### src/pad_pkg.sv
`timescale 1ns / 1ps
`default_nettype none

package pad_pkg;

    // Coordinate and configuration register widths; the payload structs are sized from these.
    localparam int PAD_COORD_W       = 24;
    localparam int PAD_CFG_W         = 16;
    localparam int PAD_COS_FRAC_BITS = 14;
    // Multiplier digit: bits of the second operand retired per cycle.
    localparam int PAD_DIGIT_W       = 8;
    localparam int PAD_QUEUE_DEPTH   = 2;

    typedef struct packed {
        logic signed [PAD_COORD_W-1:0] px;
        logic signed [PAD_COORD_W-1:0] py;
        logic signed [PAD_COORD_W-1:0] pz;
        logic                          final_point;
    } point_t;

    typedef struct packed {
        logic signed [PAD_COORD_W-1:0] kept_x;
        logic signed [PAD_COORD_W-1:0] kept_y;
        logic signed [PAD_COORD_W-1:0] kept_z;
        logic                          run_end;
        logic                          line_end;
    } kept_t;

    // Classified work passed from the front end to the back end.
    typedef struct packed {
        point_t pt;
        logic   decide;      // held point needs the turn test
        logic   emit_p;      // this point is a result (first or last of the line)
        logic   set_anchor;  // this point becomes the anchor
        logic   set_held;    // this point becomes the held point
    } cmd_t;

endpackage

`default_nettype wire

### src/pad_front.sv
`timescale 1ns / 1ps
`default_nettype none

module pad_front
(
    input  wire logic          clk,
    input  wire logic          rst_n,
    input  wire logic          point_valid,
    output logic               point_stall,
    input  wire pad_pkg::point_t point,
    output logic               cmd_valid,
    output pad_pkg::cmd_t      cmd,
    input  wire logic          cmd_pop
);
    import pad_pkg::*;

    localparam int PTR_W = $clog2(PAD_QUEUE_DEPTH);

    logic               started_reg, started_next;
    logic               held_valid_reg, held_valid_next;
    logic [PTR_W-1:0]   wr_ptr_reg, rd_ptr_reg;
    logic [PTR_W:0]     count_reg;
    cmd_t               queue_reg [PAD_QUEUE_DEPTH];
    cmd_t               new_cmd;
    logic               push;

    assign point_stall = (count_reg == (PTR_W+1)'(PAD_QUEUE_DEPTH));
    assign push        = point_valid && !point_stall;
    assign cmd_valid   = (count_reg != '0);
    assign cmd         = queue_reg[rd_ptr_reg];

    // Classify the point from the line position alone.
    always_comb
    begin
        new_cmd.pt = point;
        if (!started_reg)
        begin
            new_cmd.decide     = 1'b0;
            new_cmd.emit_p     = 1'b1;
            new_cmd.set_anchor = !point.final_point;
            new_cmd.set_held   = 1'b0;
            held_valid_next    = 1'b0;
        end
        else
        begin
            new_cmd.decide     = held_valid_reg;
            new_cmd.emit_p     = point.final_point;
            new_cmd.set_anchor = 1'b0;
            new_cmd.set_held   = !point.final_point;
            held_valid_next    = !point.final_point;
        end
        started_next = !point.final_point;
    end

    // Line position flags and queue pointers.
    always_ff @(posedge clk or negedge rst_n)
    begin
        if (!rst_n)
        begin
            started_reg    <= 1'b0;
            held_valid_reg <= 1'b0;
            wr_ptr_reg     <= '0;
            rd_ptr_reg     <= '0;
            count_reg      <= '0;
        end
        else
        begin
            if (push)
            begin
                started_reg    <= started_next;
                held_valid_reg <= held_valid_next;
                wr_ptr_reg     <= wr_ptr_reg + 1'b1;
            end
            if (cmd_pop)
            begin
                rd_ptr_reg <= rd_ptr_reg + 1'b1;
            end
            if (push && !cmd_pop)
            begin
                count_reg <= count_reg + 1'b1;
            end
            else if (!push && cmd_pop)
            begin
                count_reg <= count_reg - 1'b1;
            end
        end
    end

    // Queue storage.
    always_ff @(posedge clk)
    begin
        if (push)
        begin
            queue_reg[wr_ptr_reg] <= new_cmd;
        end
    end

    a_pop_nonempty: assert property (@(posedge clk) disable iff (!rst_n)
        cmd_pop |-> cmd_valid)
        else $error("queue popped while empty");

endmodule

`default_nettype wire

### config.mk
export PLATFORM = sky130hd
export DESIGN_NAME = pad_front
export DESIGN_NICKNAME = d
export VERILOG_FILES = /design/src/pad_pkg.sv /design/src/pad_front.sv
export SDC_FILE = /design/constraint.sdc
export NUM_CORES = 1
export LEC_CHECK = 0
export ABC_CLOCK_PERIOD_IN_PS = 13600
export BUFFER_PORTS_ARGS = -buffer_cell sky130_fd_sc_hd__clkbuf_2
export CAP_MARGIN = 10
export CORE_UTILIZATION = 35
export DETAILED_ROUTE_END_ITERATION = 16
export PLACE_DENSITY_LB_ADDON = 0.2
export SYNTH_ARGS = -nofsm -noshare
export SYNTH_HDL_FRONTEND = slang
export SYNTH_SLANG_ARGS = --single-unit
### constraint.sdc
create_clock -name clk -period 13.6 [get_ports clk]
set_input_delay 0.68 -clock clk [delete_from_list [all_inputs] [get_ports clk]]
set_output_delay 0.68 -clock clk [all_outputs]
set_load 0.05 [all_outputs]
## After elaboration in Yosys (flattened, before gate mapping)

Memory sizes are Yosys's and may differ from the RTL's.
Cells that the tools add are included.

| storage, ports and cells | value |
|---|---|
| bits of input ports | 77 |
| register bits after elaboration | 6 |
| word-level logic and storage cells | 26 |
| memories | 1 |
| output and inout port bits | 79 |
| memory bits (writable) | 154 |

Memories:

| memory | depth | width | read ports | clocked after Yosys merged registers in | write ports | RTL line | RTL |
|---|---|---|---|---|---|---|---|
| queue_reg | 2 | 77 | 1 | 0 | 1 | pad_front.sv:23 | `cmd_t queue_reg [PAD_QUEUE_DEPTH];` |

| cells by class | value |
|---|---|
| reductions and logical operators | 9 |
| muxes and demuxes | 6 |
| eq/ne operators | 1 |
| add/sub/neg operators | 4 |

Operators by type and width:

| cell | count |
|---|---|
| 1-bit logical NOT | 4 |
| 2-bit 2-to-1 mux | 2 |
| 4-bit 2-to-1 mux | 1 |
| 2-bit nonzero test | 2 |
| 1-bit logical AND | 3 |
| 1-bit 2-to-1 mux | 3 |
| 1-bit adder (second input constant) | 2 |
| 2-bit by 1-bit adder with 2-bit output (second input constant) | 1 |
| 2-bit equality test (second input constant) | 1 |
| 2-bit by 1-bit subtractor with 2-bit output (second input constant) | 1 |

## Longest topological paths before layout

| depth | value |
|---|---|
| word-level depth | 7 |
| depth in mapped cells | 7 |
| depth with buffers taken out | 7 |

## Worst setup path after synthesis

No wires, ideal clock.

| timing | value |
|---|---|
| path type | input-to-reg |
| start point | in point_valid |
| end point | mem queue_reg[0][0] in the netlist's numbering (enable) |
| buffers on the path | 0 |
| setup time | 513 ps |
| arrival | 3972 ps |
| setup slack | 9116 ps |
| stages | 2 |
| required time | 13087 ps |
| path through | nand2_2 nor2_1 |

| on the way | value |
|---|---|
| word-level cells in the longest chain between the ends | 3 |

RTL lines:

| element | RTL line | RTL |
|---|---|---|
| start, declared | pad_front.sv:8 | `input wire logic point_valid,` |
| 1-bit logical AND | pad_front.sv:28 | `assign push = point_valid && !point_stall;` |
| 1-bit 2-to-1 mux | pad_front.sv:92 | `if (push)` |
| 1-bit 2-to-1 mux (not written as such) | pad_front.sv:94 | `queue_reg[wr_ptr_reg] <= new_cmd;` |
| end, declared | pad_front.sv:23 |  |

Every way passes these cells.

==> results.md <==
* Status: finished clean
* Critical path data arrival time at approximately 2.5 ns
* Rows at 47
* Max_cap viols at 0
* Netlist cell types at 18
* Routed wire per std cell at 15.6 um
* # port buffers at 155
* Worst path required time at around 13 ns
* Die Y-Extent at 132 um
* Residual DRC count at 0
* Prevailing post-synth register cell: edfxtp_1
* Most instantiated cells after synthesis: edfxtp_1, mux2_2, mux2_4
* Total wire length at approximately 10 mm
* CP Launch Type: flip-flop
* Synth Cell Area at 0.00593 mm^2
* Leading cell type by number of instances after synthesis: edfxtp_1
* CTS tree: built
* HPWL after DPL at 6.53 mm
* Seq cells post-synth at 160
* P&R area growth vs syn at 26.7%
* Asr flop ratio synth at 0.0375
* Initial antenna violation count at 0
* Aggregate global-route resource usage at 0.127
* Lkg Pwr at 0.00290 uW
* Drt first pass iters at 3
* Clk_skew at 0.0142 ns
* M3 GR Usage at 0.0504
* Total gr overflow at 0
* Fin crit share at 0.236
* Worst slew pin tran at 1.13 ns
* Final min period at 3.21 ns
* DR iter-0 viols at 71
* Max Slew Vio Count at 0
* Post-synth EDFFs at 154
* Max Fclk at 312 MHz
* Area of the multi-input gates at ~0.0011 mm^2
* Largest cells by area after synthesis: edfxtp_1, mux2_2, mux2_4
* ANT cells at 0
* Reg-to-reg setup timing slack at between 10 and 15 ns
* Die width at approximately 130 um
* M2 GR Usage at 0.203
* Synth area leader: edfxtp_1
* Worst Setup End Kind: primary output
* Total CTS buffers at 17
* End of the worst register-to-register path: queue_reg[0][33]
* Power per Cell Area at 260 mW/mm^2
* Initial Utilization at 0.358
* Worst VDD drop at 0.139 mV
* # nets final at 514
* First-pass GRT wire length at about 17 mm
* Post-CTS Setup Bufs at 0
* TNS Setup at 0 ns
* Syn_nets at 347
* Met1 Use GR at 0.152
* RSZ-0062 raised after global routing: false
* Max FFs per register at 154
* Total power draw at 1960 uW
* Largest net degree at the start of global routing at 78
* HP Class: input pin to asynchronous set/reset pin
* R2r startpoint: count_reg[0]
* Via count at roughly 3,000
* GPL Wtd Cong at 0.709
* Syn Area/Cell at 22.1 um^2
* Max-slew headroom at 0.249
* Clk buf depth at 2
* Num ports at 156
* Clock Tree Root: clkbuf_16
* Top Usage Layer GRT: met2
* PostCTS Resize Cnt at 0
* CP Max Fanout at 46
* Core ar. at 0.0166 mm^2
* Die area at ~0.017 mm^2
* Fillers at 1,502
* Synth Instances at 269
* Reg2Reg Depth at 4
* Fin cells at 669
* Vias per inst at 4.41
* Antenna Nets Post-Route at 0
* Register Area at approximately 0.0048 mm^2
* Top-area cell type share of the netlist area at 0.779
* Hold Violations, Final at 0
* Placed cells at 637
* Clock-pin slew on the worst setup and hold paths at 0.06 ns
* Clock net sink count at 160
* CTS H-tree depth at 4
* Number of global-route vias before repair at 3,207
* Clk_lat worst skew at 0.41 ns
* Layout cells sized above 1 at 0.601
* Setup violators final at 0
* # hold bufs at CTS at 0
* Register area share after synthesis at 0.805
* Yosys warns at 0
* Setup CP Type: flip-flop to primary output
==> metrics by stage <==
stage          setup WS, ns  hold WS, ns  cell area, um^2   util
2_1_floorplan          9.12        0.384             5930      -
4_1_cts               10.29       0.0725             7520  0.453
5_1_grt               10.23       0.0747             7520  0.453
6_report              10.39       0.0847             7520  0.453
3_3_place_gp          10.76        0.492             6950  0.419
3_5_place_dp          10.74        0.492             6950  0.419
==> cell usage in the layout (no fill, tap or decap), types with 2 or more instances in the layout <==
cell,Yosys,final
inv_1,5,5
mux2_2,58,58
mux2_4,20,20
o21ai_0,2,2
buf_4,0,2
clkinvlp_4,0,4
clkbuf_16,0,17
xor2_1,3,3
clkinv_2,0,2
edfxtp_1,154,154
nor2_1,3,2
bufinv_16,0,2
xnor2_1,2,2
clkbuf_1,0,3
dfrtp_1,6,5
clkbuf_2,0,155
inv_6,0,3
==> critical path, stage by stage (launching register included) <==
cell and delay (ns):
dfrtp_4 0.76, buf_4 0.63, mux2_2 0.42, clkbuf_2 0.24
==> final cells by class <==
type | instances | area share
Sequential cell | 160 | 0.636
Multi-Input combinational cell | 95 | 0.144
Timing Repair Buffer | 157 | 0.105
Clock buffer | 20 | 0.0581
Tap cell | 220 | 0.0366
Clock inverter | 12 | 0.0180
Inverter | 5 | 0.00250
==> report_power, final <==
group | internal [uW] | switching, uW | leakage (uW)
Combinational | 215 | 557 | 0.00113
Clock | 271 | 185 | 0.000267
Sequential | 679 | 49.3 | 0.00150
==> how the worst max path moves through the flow <==
stage | from | endpoint | slack, ns | cells past startpoint
floorplan | point_valid | queue_reg[0][0] | 9.12 | 2
global placement | rd_ptr_reg | cmd[10] | 10.76 | 3
detailed placement | point_valid | queue_reg[0][24] | 10.74 | 4
CTS | rd_ptr_reg | cmd[10] | 10.29 | 3
global route | rd_ptr_reg | cmd[51] | 10.23 | 3
finish | rd_ptr_reg | cmd[60] | 10.39 | 3
==> cells by family (layout without fill, tap and decap cells) <==
group | after synthesis | count (layout) | share of synthesized area
flops | 160 | 160 | 0.805
fa+ha+maj | 1 | 1 | 0.00211
buf+inv | 14 | 194 | 0.0150
mux | 78 | 78 | 0.161
simple gates | 9 | 9 | 0.00865
compound gates | 2 | 2 | 0.00169
xor+xnor | 5 | 5 | 0.00738
==> routing by layer <==
| layer | share of wire | vias to the layer above |
|---|---|---|
| li1 | - | 1388 |
| met1 | 0.44 | 1450 |
| met2 | 0.48 | 103 |
| met3 | 0.071 | 9 |
| met4 | 0.014 | 0 |
| met5 | 0 | - |
Note: power is estimated with default switching activity, not from simulation.
